===== config.mk =====
export PLATFORM = sky130hd
export DESIGN_NAME = modular_arithmetic_unit
export DESIGN_NICKNAME = d
export VERILOG_FILES = /design/src/mau_pkg.sv /design/src/mau_seq.sv /design/src/mau_dp.sv /design/src/modular_arithmetic_unit.sv
export SDC_FILE = /design/constraint.sdc
export NUM_CORES = 1
export LEC_CHECK = 0
export ABC_AREA = 1
export BUFFER_PORTS_ARGS = -buffer_cell sky130_fd_sc_hd__buf_2
export CAP_MARGIN = 5
export CORE_MARGIN = 2
export CORE_UTILIZATION = 54
export DETAILED_ROUTE_END_ITERATION = 8
export GPL_ROUTABILITY_DRIVEN = 1
export PLACE_DENSITY = 0.8
export REMOVE_ABC_BUFFERS = 1
export SYNTH_ARGS = -nofsm -noshare
export SYNTH_HDL_FRONTEND = slang
export SYNTH_SLANG_ARGS = --single-unit

===== constraint.sdc =====
create_clock -name clk -period 7.9 [get_ports clk]
set_input_delay 1.185 -clock clk [delete_from_list [all_inputs] [get_ports clk]]
set_output_delay 1.185 -clock clk [all_outputs]
set_load 0.005 [all_outputs]

===== src/mau_pkg.sv =====
`timescale 1ns / 1ps
`default_nettype none

package mau_pkg;

  localparam int VALUE_BITS_DEF = 8;

  // microprogram address width
  localparam int PC_W = 5;

  // datapath operations
  localparam int OP_W = 5;
  localparam logic [OP_W-1:0] OP_NOP       = 5'd0;
  localparam logic [OP_W-1:0] OP_RED_A     = 5'd1;
  localparam logic [OP_W-1:0] OP_TAKE_A    = 5'd2;
  localparam logic [OP_W-1:0] OP_TAKE_B    = 5'd3;
  localparam logic [OP_W-1:0] OP_MUL_STEP  = 5'd4;
  localparam logic [OP_W-1:0] OP_MUL_AB    = 5'd5;
  localparam logic [OP_W-1:0] OP_MUL_INV   = 5'd6;
  localparam logic [OP_W-1:0] OP_SRCH_A    = 5'd7;
  localparam logic [OP_W-1:0] OP_SRCH_B    = 5'd8;
  localparam logic [OP_W-1:0] OP_SRCH_STEP = 5'd9;
  localparam logic [OP_W-1:0] OP_ADD       = 5'd10;
  localparam logic [OP_W-1:0] OP_SUB       = 5'd11;
  localparam logic [OP_W-1:0] OP_RES_ACC   = 5'd12;
  localparam logic [OP_W-1:0] OP_RES_INV   = 5'd13;
  localparam logic [OP_W-1:0] OP_FAIL_INV  = 5'd14;
  localparam logic [OP_W-1:0] OP_FAIL_DIV0 = 5'd15;
  localparam logic [OP_W-1:0] OP_RES_ZERO  = 5'd16;

  // jump conditions
  localparam int CND_W = 3;
  localparam logic [CND_W-1:0] C_NEVER     = 3'd0;
  localparam logic [CND_W-1:0] C_ALWAYS    = 3'd1;
  localparam logic [CND_W-1:0] C_BITS_LEFT = 3'd2;
  localparam logic [CND_W-1:0] C_B_ZERO    = 3'd3;
  localparam logic [CND_W-1:0] C_LOOP      = 3'd4;
  localparam logic [CND_W-1:0] C_HIT       = 3'd5;
  localparam logic [CND_W-1:0] C_DISPATCH  = 3'd6;

  // item modes
  localparam logic [2:0] MODE_ADD = 3'd0;
  localparam logic [2:0] MODE_SUB = 3'd1;
  localparam logic [2:0] MODE_MUL = 3'd2;
  localparam logic [2:0] MODE_DIV = 3'd3;
  localparam logic [2:0] MODE_INV = 3'd4;

  // result status codes
  localparam logic [1:0] ST_OK    = 2'd0;
  localparam logic [1:0] ST_DIV0  = 2'd1;
  localparam logic [1:0] ST_NOINV = 2'd2;

  typedef struct packed {
    logic [OP_W-1:0]  op;
    logic [CND_W-1:0] cond;
    logic [PC_W-1:0]  target;
    logic             done;
  } ctrl_t;

  typedef struct packed {
    logic       bits_left;
    logic       b_zero;
    logic       loop;
    logic       hit;
    logic [2:0] mode;
  } flags_t;

endpackage

`default_nettype wire


===== src/mau_seq.sv =====
`timescale 1ns / 1ps
`default_nettype none

module mau_seq (
  input  wire logic            clk,
  input  wire logic            rst,
  input  wire logic            start,
  input  wire logic            hold,
  input  wire mau_pkg::flags_t flags,
  output mau_pkg::ctrl_t       cw,
  output logic                 busy
);

  logic [mau_pkg::PC_W-1:0] pc;
  logic [mau_pkg::PC_W-1:0] pc_next;
  logic [mau_pkg::PC_W-1:0] pc_inc;

  function automatic mau_pkg::ctrl_t mk(input logic [mau_pkg::OP_W-1:0] op,
                                        input logic [mau_pkg::CND_W-1:0] cond,
                                        input logic [mau_pkg::PC_W-1:0] target,
                                        input logic done);
    mau_pkg::ctrl_t w;
    w.op     = op;
    w.cond   = cond;
    w.target = target;
    w.done   = done;
    return w;
  endfunction

  // microprogram
  function automatic mau_pkg::ctrl_t ucode(input logic [mau_pkg::PC_W-1:0] addr);
    mau_pkg::ctrl_t w;
    unique case (addr)
      5'd0:  w = mk(mau_pkg::OP_RED_A,     mau_pkg::C_NEVER,     5'd0,  1'b0);
      5'd1:  w = mk(mau_pkg::OP_MUL_STEP,  mau_pkg::C_BITS_LEFT, 5'd1,  1'b0);
      5'd2:  w = mk(mau_pkg::OP_TAKE_A,    mau_pkg::C_NEVER,     5'd0,  1'b0);
      5'd3:  w = mk(mau_pkg::OP_MUL_STEP,  mau_pkg::C_BITS_LEFT, 5'd3,  1'b0);
      5'd4:  w = mk(mau_pkg::OP_TAKE_B,    mau_pkg::C_DISPATCH,  5'd0,  1'b0);
      // add, subtract
      5'd5:  w = mk(mau_pkg::OP_ADD,       mau_pkg::C_NEVER,     5'd0,  1'b1);
      5'd6:  w = mk(mau_pkg::OP_SUB,       mau_pkg::C_NEVER,     5'd0,  1'b1);
      // multiply
      5'd7:  w = mk(mau_pkg::OP_MUL_AB,    mau_pkg::C_NEVER,     5'd0,  1'b0);
      5'd8:  w = mk(mau_pkg::OP_MUL_STEP,  mau_pkg::C_BITS_LEFT, 5'd8,  1'b0);
      5'd9:  w = mk(mau_pkg::OP_RES_ACC,   mau_pkg::C_NEVER,     5'd0,  1'b1);
      // divide
      5'd10: w = mk(mau_pkg::OP_SRCH_B,    mau_pkg::C_B_ZERO,    5'd22, 1'b0);
      5'd11: w = mk(mau_pkg::OP_SRCH_STEP, mau_pkg::C_LOOP,      5'd11, 1'b0);
      5'd12: w = mk(mau_pkg::OP_NOP,       mau_pkg::C_HIT,       5'd14, 1'b0);
      5'd13: w = mk(mau_pkg::OP_FAIL_INV,  mau_pkg::C_NEVER,     5'd0,  1'b1);
      5'd14: w = mk(mau_pkg::OP_MUL_INV,   mau_pkg::C_NEVER,     5'd0,  1'b0);
      5'd15: w = mk(mau_pkg::OP_MUL_STEP,  mau_pkg::C_BITS_LEFT, 5'd15, 1'b0);
      5'd16: w = mk(mau_pkg::OP_RES_ACC,   mau_pkg::C_NEVER,     5'd0,  1'b1);
      // inverse
      5'd17: w = mk(mau_pkg::OP_SRCH_A,    mau_pkg::C_NEVER,     5'd0,  1'b0);
      5'd18: w = mk(mau_pkg::OP_SRCH_STEP, mau_pkg::C_LOOP,      5'd18, 1'b0);
      5'd19: w = mk(mau_pkg::OP_NOP,       mau_pkg::C_HIT,       5'd21, 1'b0);
      5'd20: w = mk(mau_pkg::OP_FAIL_INV,  mau_pkg::C_NEVER,     5'd0,  1'b1);
      5'd21: w = mk(mau_pkg::OP_RES_INV,   mau_pkg::C_NEVER,     5'd0,  1'b1);
      // divisor zero
      5'd22: w = mk(mau_pkg::OP_FAIL_DIV0, mau_pkg::C_NEVER,     5'd0,  1'b1);
      // unused modes and spare addresses
      default: w = mk(mau_pkg::OP_RES_ZERO, mau_pkg::C_NEVER,    5'd0,  1'b1);
    endcase
    return w;
  endfunction

  function automatic logic [mau_pkg::PC_W-1:0] dispatch(input logic [2:0] mode);
    logic [mau_pkg::PC_W-1:0] t;
    unique case (mode)
      mau_pkg::MODE_ADD: t = 5'd5;
      mau_pkg::MODE_SUB: t = 5'd6;
      mau_pkg::MODE_MUL: t = 5'd7;
      mau_pkg::MODE_DIV: t = 5'd10;
      mau_pkg::MODE_INV: t = 5'd17;
      default:           t = 5'd23;
    endcase
    return t;
  endfunction

  assign cw     = ucode(pc);
  assign pc_inc = pc + 1'b1;

  always_comb begin
    unique case (cw.cond)
      mau_pkg::C_NEVER:     pc_next = pc_inc;
      mau_pkg::C_ALWAYS:    pc_next = cw.target;
      mau_pkg::C_BITS_LEFT: pc_next = flags.bits_left ? cw.target : pc_inc;
      mau_pkg::C_B_ZERO:    pc_next = flags.b_zero ? cw.target : pc_inc;
      mau_pkg::C_LOOP:      pc_next = flags.loop ? cw.target : pc_inc;
      mau_pkg::C_HIT:       pc_next = flags.hit ? cw.target : pc_inc;
      mau_pkg::C_DISPATCH:  pc_next = dispatch(flags.mode);
      default:              pc_next = pc_inc;
    endcase
  end

  always_ff @(posedge clk) begin
    if (rst) begin
      busy <= 1'b0;
      pc   <= '0;
    end else if (start) begin
      busy <= 1'b1;
      pc   <= '0;
    end else if (busy && !hold) begin
      if (cw.done) begin
        busy <= 1'b0;
      end else begin
        pc <= pc_next;
      end
    end
  end

endmodule

`default_nettype wire


===== src/mau_dp.sv =====
`timescale 1ns / 1ps
`default_nettype none

module mau_dp #(
  parameter int VALUE_BITS = mau_pkg::VALUE_BITS_DEF
) (
  input  wire logic                  clk,
  input  wire logic                  start,
  input  wire logic                  exec,
  input  wire logic [2:0]            mode_in,
  input  wire logic [VALUE_BITS-1:0] a_in,
  input  wire logic [VALUE_BITS-1:0] b_in,
  input  wire logic [VALUE_BITS:0]   n,
  input  wire mau_pkg::ctrl_t        cw,
  output mau_pkg::flags_t            flags,
  output logic [VALUE_BITS-1:0]      res,
  output logic [1:0]                 st
);

  localparam int W    = VALUE_BITS;
  localparam int BC_W = (W > 2) ? $clog2(W) : 1;

  localparam logic [W-1:0]    ONE      = {{(W-1){1'b0}}, 1'b1};
  localparam logic [BC_W-1:0] LAST_BIT = BC_W'(W - 1);

  logic [2:0]      mode_r;
  logic [W-1:0]    ra;
  logic [W-1:0]    rb;
  logic [W-1:0]    mx;
  logic [W-1:0]    sh;
  logic [W-1:0]    acc;
  logic [W:0]      ri;
  logic [BC_W-1:0] bcnt;

  logic [W:0]   dbl;
  logic [W-1:0] dbl_red;
  logic [W-1:0] mul_next;
  logic [W-1:0] srch_next;
  logic [W:0]   ri_inc;
  logic [W:0]   sub_wrap;
  logic         hit;

  // (x + y) mod m for x, y below m
  function automatic logic [W-1:0] add_mod(input logic [W-1:0] x, input logic [W-1:0] y,
                                           input logic [W:0] m);
    logic [W:0] s;
    s = {1'b0, x} + {1'b0, y};
    return (s >= m) ? W'(s - m) : W'(s);
  endfunction

  // one bit of interleaved multiply: acc = 2*acc + bit*mx, reduced
  assign dbl       = {acc, 1'b0};
  assign dbl_red   = (dbl >= n) ? W'(dbl - n) : W'(dbl);
  assign mul_next  = add_mod(dbl_red, sh[W-1] ? mx : '0, n);
  assign srch_next = add_mod(acc, mx, n);
  assign ri_inc    = ri + 1'b1;
  assign sub_wrap  = {1'b0, ra} + n - {1'b0, rb};
  assign hit       = (acc == ONE);

  assign flags.bits_left = (bcnt != LAST_BIT);
  assign flags.b_zero    = (rb == '0);
  assign flags.hit       = hit;
  assign flags.loop      = !hit && (ri_inc != n);
  assign flags.mode      = mode_r;

  always_ff @(posedge clk) begin
    if (start) begin
      mode_r <= mode_in;
      ra     <= a_in;
      rb     <= b_in;
    end else if (exec) begin
      unique case (cw.op)
        mau_pkg::OP_RED_A: begin
          mx   <= ONE;
          sh   <= ra;
          acc  <= '0;
          bcnt <= '0;
        end
        mau_pkg::OP_TAKE_A: begin
          ra   <= acc;
          mx   <= ONE;
          sh   <= rb;
          acc  <= '0;
          bcnt <= '0;
        end
        mau_pkg::OP_TAKE_B: begin
          rb <= acc;
        end
        mau_pkg::OP_MUL_STEP: begin
          acc  <= mul_next;
          sh   <= {sh[W-2:0], 1'b0};
          bcnt <= bcnt + 1'b1;
        end
        mau_pkg::OP_MUL_AB: begin
          mx   <= ra;
          sh   <= rb;
          acc  <= '0;
          bcnt <= '0;
        end
        mau_pkg::OP_MUL_INV: begin
          mx   <= ra;
          sh   <= ri[W-1:0];
          acc  <= '0;
          bcnt <= '0;
        end
        mau_pkg::OP_SRCH_A: begin
          mx  <= ra;
          acc <= '0;
          ri  <= '0;
        end
        mau_pkg::OP_SRCH_B: begin
          mx  <= rb;
          acc <= '0;
          ri  <= '0;
        end
        mau_pkg::OP_SRCH_STEP: begin
          // candidate frozen once it hits
          if (!hit) begin
            acc <= srch_next;
            ri  <= ri_inc;
          end
        end
        default: begin
        end
      endcase
    end
  end

  always_comb begin
    res = '0;
    st  = mau_pkg::ST_OK;
    unique case (cw.op)
      mau_pkg::OP_ADD:       res = add_mod(ra, rb, n);
      mau_pkg::OP_SUB:       res = (ra >= rb) ? (ra - rb) : sub_wrap[W-1:0];
      mau_pkg::OP_RES_ACC:   res = acc;
      mau_pkg::OP_RES_INV:   res = ri[W-1:0];
      mau_pkg::OP_FAIL_INV:  st  = mau_pkg::ST_NOINV;
      mau_pkg::OP_FAIL_DIV0: st  = mau_pkg::ST_DIV0;
      default: begin
      end
    endcase
  end

endmodule

`default_nettype wire


===== src/modular_arithmetic_unit.sv =====
`timescale 1ns / 1ps
`default_nettype none
// timing: multiply, inverse and divide results are paced by the shift-and-reduce
//   unit (one operand bit a cycle) and the candidate search (one candidate a cycle)
// throughput: one item at a time, next input beat taken the cycle after the result
//   moves into the output register
// reset: rst synchronous active high, clears the sequencer and output valid, modulus 2

module modular_arithmetic_unit #(
  parameter int VALUE_BITS = mau_pkg::VALUE_BITS_DEF
) (
  input  wire logic              clk,
  input  wire logic              rst,
  // input beats
  input  wire logic              s_tvalid,
  output logic                   s_tready,
  // mode [2:0], operand_a [W+2:3], operand_b [2W+2:W+3], zero fill
  input  wire logic [((3 + 2*VALUE_BITS + 7) / 8) * 8 - 1:0] s_tdata,
  // result beats
  output logic                   m_tvalid,
  input  wire logic              m_tready,
  // result [W-1:0], status [W+1:W], zero fill
  output logic [((VALUE_BITS + 2 + 7) / 8) * 8 - 1:0] m_tdata,
  // modulus register
  input  wire logic              cfg_we,
  input  wire logic [VALUE_BITS:0] cfg_wdata
);

  localparam int W = VALUE_BITS;

  localparam logic [W:0] N_MIN = (W + 1)'(2);
  localparam logic [W:0] N_MAX = {1'b1, {W{1'b0}}};

  // ring size, clamped on write
  logic [W:0] modulus;

  logic           start;
  logic           hold;
  logic           busy;
  logic           out_load;
  mau_pkg::ctrl_t cw;
  mau_pkg::flags_t flags;

  logic [W-1:0] res_val;
  logic [1:0]   st_val;
  logic [W-1:0] result;
  logic [1:0]   status;

  always_ff @(posedge clk) begin
    if (rst) begin
      modulus <= N_MIN;
    end else if (cfg_we) begin
      priority if (cfg_wdata < N_MIN) begin
        modulus <= N_MIN;
      end else if (cfg_wdata > N_MAX) begin
        modulus <= N_MAX;
      end else begin
        modulus <= cfg_wdata;
      end
    end
  end

  // a new item enters only while the sequencer is free; the output register
  // lets it start while the previous result still waits
  assign s_tready = !busy;
  assign start    = s_tvalid && s_tready;

  // final microstep waits here until the output register has room
  assign hold     = cw.done && m_tvalid && !m_tready;
  assign out_load = busy && cw.done && !hold;

  mau_seq u_seq (
    .clk   (clk),
    .rst   (rst),
    .start (start),
    .hold  (hold),
    .flags (flags),
    .cw    (cw),
    .busy  (busy)
  );

  mau_dp #(
    .VALUE_BITS (W)
  ) u_dp (
    .clk     (clk),
    .start   (start),
    .exec    (busy),
    .mode_in (s_tdata[2:0]),
    .a_in    (s_tdata[W+2:3]),
    .b_in    (s_tdata[2*W+2:W+3]),
    .n       (modulus),
    .cw      (cw),
    .flags   (flags),
    .res     (res_val),
    .st      (st_val)
  );

  // output register
  always_ff @(posedge clk) begin
    if (rst) begin
      m_tvalid <= 1'b0;
    end else if (out_load) begin
      m_tvalid <= 1'b1;
    end else if (m_tready) begin
      m_tvalid <= 1'b0;
    end
  end

  always_ff @(posedge clk) begin
    if (out_load) begin
      result <= res_val;
      status <= st_val;
    end
  end

  always_comb begin
    m_tdata          = '0;
    m_tdata[W-1:0]   = result;
    m_tdata[W+1:W]   = status;
  end

endmodule

`default_nettype wire


==> results.sh <==
export IMPL_outcome="finished clean"
export IMPL_yosysSeqAreaShare_pct=28.7
export IMPL_postRouteAntennaNets=0
export IMPL_post_cts_resized=0
export IMPL_drt_initial_drc_count=805
export IMPL_path_class="reg2reg"
export IMPL_h_tree_depth=3
export IMPL_ys_types=55
export IMPL_wl_mm=24.9
export IMPL_holdWs_ps=481
export IMPL_synth_enable_flop_cells=65
export IMPL_syn_inst=1215
export IMPL_drive_gt1_share_pct=9.34
export IMPL_syn_area_um2=8900
export IMPL_total_power_mw=3.57
export IMPL_cts_hold_buf=0
export IMPL_final_cell_mix="262 x nand2_1, 182 x inv_1, 100 x nor2_1, 91 x a21oi_1, 86 x ha_1"
export IMPL_io_buffer_count=44
export IMPL_setup_violations=0
export IMPL_ys_flop_type="edfxtp_1"
export IMPL_avgRoutedWirePerCell_um=16.8
export IMPL_cp_arrival_ps=6240
export IMPL_vias_per_cell=5.72
export IMPL_ys_seq_elements=95
export IMPL_area_growth_pct=7.93
export IMPL_synth_async_reset_ratio_pct=0
export IMPL_hp_class="reg2reg"
export IMPL_worstPathRequired_ps=7970
export IMPL_synth_top_area_share_pct=21.9
export IMPL_io_pins=56
export IMPL_final_common_cell="nand2_1"
export IMPL_clk_pin_slew_ps=70
export IMPL_slew_headroom_pct=16.1
export IMPL_die_height_um=132
export IMPL_grt_overflow=0
export IMPL_p_per_area_nw_per_um2=372
export IMPL_insertion_delay_ps=360
export IMPL_coreArea_um2=16000
export IMPL_cts_buffers=9
export IMPL_dp_hpwl_mm=19.5
export IMPL_fin_crit_ps=6160
export IMPL_drtPass1Iterations=5
export IMPL_n_fill_cell=1508
export IMPL_hold_viol_final=0
export IMPL_rsz0062_at_grt="no"
export IMPL_start_util_pct=55.6
export IMPL_critPathCaptureType="flop"
export IMPL_grt_pass1_wl_mm=40.0
export IMPL_setup_tns_ps=0
export IMPL_avgSynthCellArea_um2=7.32
export IMPL_drv_slew=0
export IMPL_cap_viol_max_count=0
export IMPL_drcViolationCount=0
export IMPL_layout_nets=1398
export IMPL_tightest_slew_ps=1250
export IMPL_place_gp_congestion=0.977
export IMPL_num_rows=46
export IMPL_synthTopCellsByArea="edfxtp_1 22%, ha_1 12%, nand2_1 11%"
export IMPL_yosys_warnings=0
export IMPL_track_usage_pct=28.7
export IMPL_insertedDiodeCount=0
export IMPL_grt_max_degree=21
export IMPL_vdd_drop_max_v=0.000385
export IMPL_dr_total_vias=8472
export IMPL_cts_root_buffer="clkbuf_16"
export IMPL_post_cts_buffers=0
export IMPL_critPathLaunchType="flop"
export IMPL_yosys_area_top_type="edfxtp_1"
export IMPL_fmax_ghz=0.162
export IMPL_cts_tree="built"
export IMPL_period_share_pct=78.0
export IMPL_clock_path_buffers=2
export IMPL_cts_sinks=95
export IMPL_die_area_um2=17500
export IMPL_p_leak_nw=4.59
export IMPL_grt_pass1_vias=7934
export IMPL_worstPathMaxFanout=16
export IMPL_die_w_um=132
export IMPL_antenna_found_initial=0
export IMPL_finClkSkew_ps=9.72
-- power breakdown --
part	switching [mW]	internal [mW]
clock network	0.210	0.221
logic	1.48	0.899
registers	0.123	0.638
-- synth_stat cells, types with 15 or more instances --
cell	instances
ha_1	86
nand3_1	71
nor2_1	100
o211ai_1	21
xnor2_1	15
nor3_1	17
o21ai_0	69
a21oi_1	91
fa_1	15
nand2_1	262
xor2_1	36
dfxtp_1	30
edfxtp_1	65
inv_1	182
-- critical path, stage by stage, from the launching register on --
cell and delay (ps):
dfxtp_1 530, inv_1 390, ha_1 440, nand3_1 110
nand2_1 90, a21o_1 160, a21oi_1 200, o21ai_0 110
a21o_1 180, nand3_1 70, o211ai_1 360, o21ai_0 380
inv_1 100, fa_1 430, o21ai_0 310, nand3_1 110
nand2_1 120, xor2_1 150, inv_1 80, ha_1 320
and3_1 190, a221oi_1 260, nand2_1 360, o211ai_1 290
o21ai_0 110
-- flip-flops by register name, summed over array words and instances, names as in the netlist, 3 cells and up --
| name | cells |
|---|---|
| u_seq.cw | 14 |
| modulus | 9 |
| u_dp.ri | 9 |
| result | 8 |
| u_dp.acc | 8 |
| u_dp.mx | 8 |
| u_dp.ra | 8 |
| u_dp.rb | 8 |
| u_dp.sh | 8 |
| u_seq.pc | 5 |
| u_dp.bcnt | 3 |
| u_dp.mode_r | 3 |
-- layer usage --
metal / routed length [µm] / global-route usage (%) / vias to the layer above
met3: 2280 / 6.23 / 83
met1: 10100 / 36.4 / 3856
met4: 1060 / 12.8 / 0
li1: - / - / 4127
met5: 0 / 0 / -
met2: 11400 / 47.1 / 406
-- path summary, 6_finish.rpt --
check | from | to | slack [ps] | cells after the start
max reg2reg | modulus[1] | u_dp.acc[2] | 1740 | 24
min | m_tvalid | m_tvalid | 480 | 2
max | modulus[1] | u_dp.acc[2] | 1740 | 24
min reg2reg | m_tvalid | m_tvalid | 480 | 2
-- layout make-up --
cell class	count	area (µm²)	share of cell area [%]
Inverter	199	756	7.87
Sequential cell	95	2550	26.6
Timing Repair Buffer	48	250	2.61
Multi-Input combinational cell	906	5500	57.2
Clock inverter	5	47.5	0.495
Clock buffer	11	233	2.42
Tap cell	216	270	2.81
-- kinds of logic after synthesis --
kind of cell / Yosys count / share of synthesized area (%)
AND/OR/NAND/NOR: 505 / 25.0
AO/OA/AOI/OAI: 243 / 16.0
buffers and inverters: 219 / 9.77
adder cells (fa/ha/maj): 101 / 15.5
flip-flops: 95 / 28.7
XOR/XNOR: 51 / 5.02
other: 1 / 0.0421
-- stage by stage --
step / area, µm² / utilization (%) / setup WS [ps] / cells
2_1_floorplan: 8800 / - / 2860 / 1200
3_3_place_gp: 9320 / 58.3 / 2020 / 1464
3_5_place_dp: 9320 / 58.3 / 1870 / 1464
4_1_cts: 9600 / 60.0 / 1840 / 1480
5_1_grt: 9600 / 60.0 / 1090 / 1480
6_report: 9600 / 60.0 / 1740 / 1480
(Power assumes the default switching activity.)
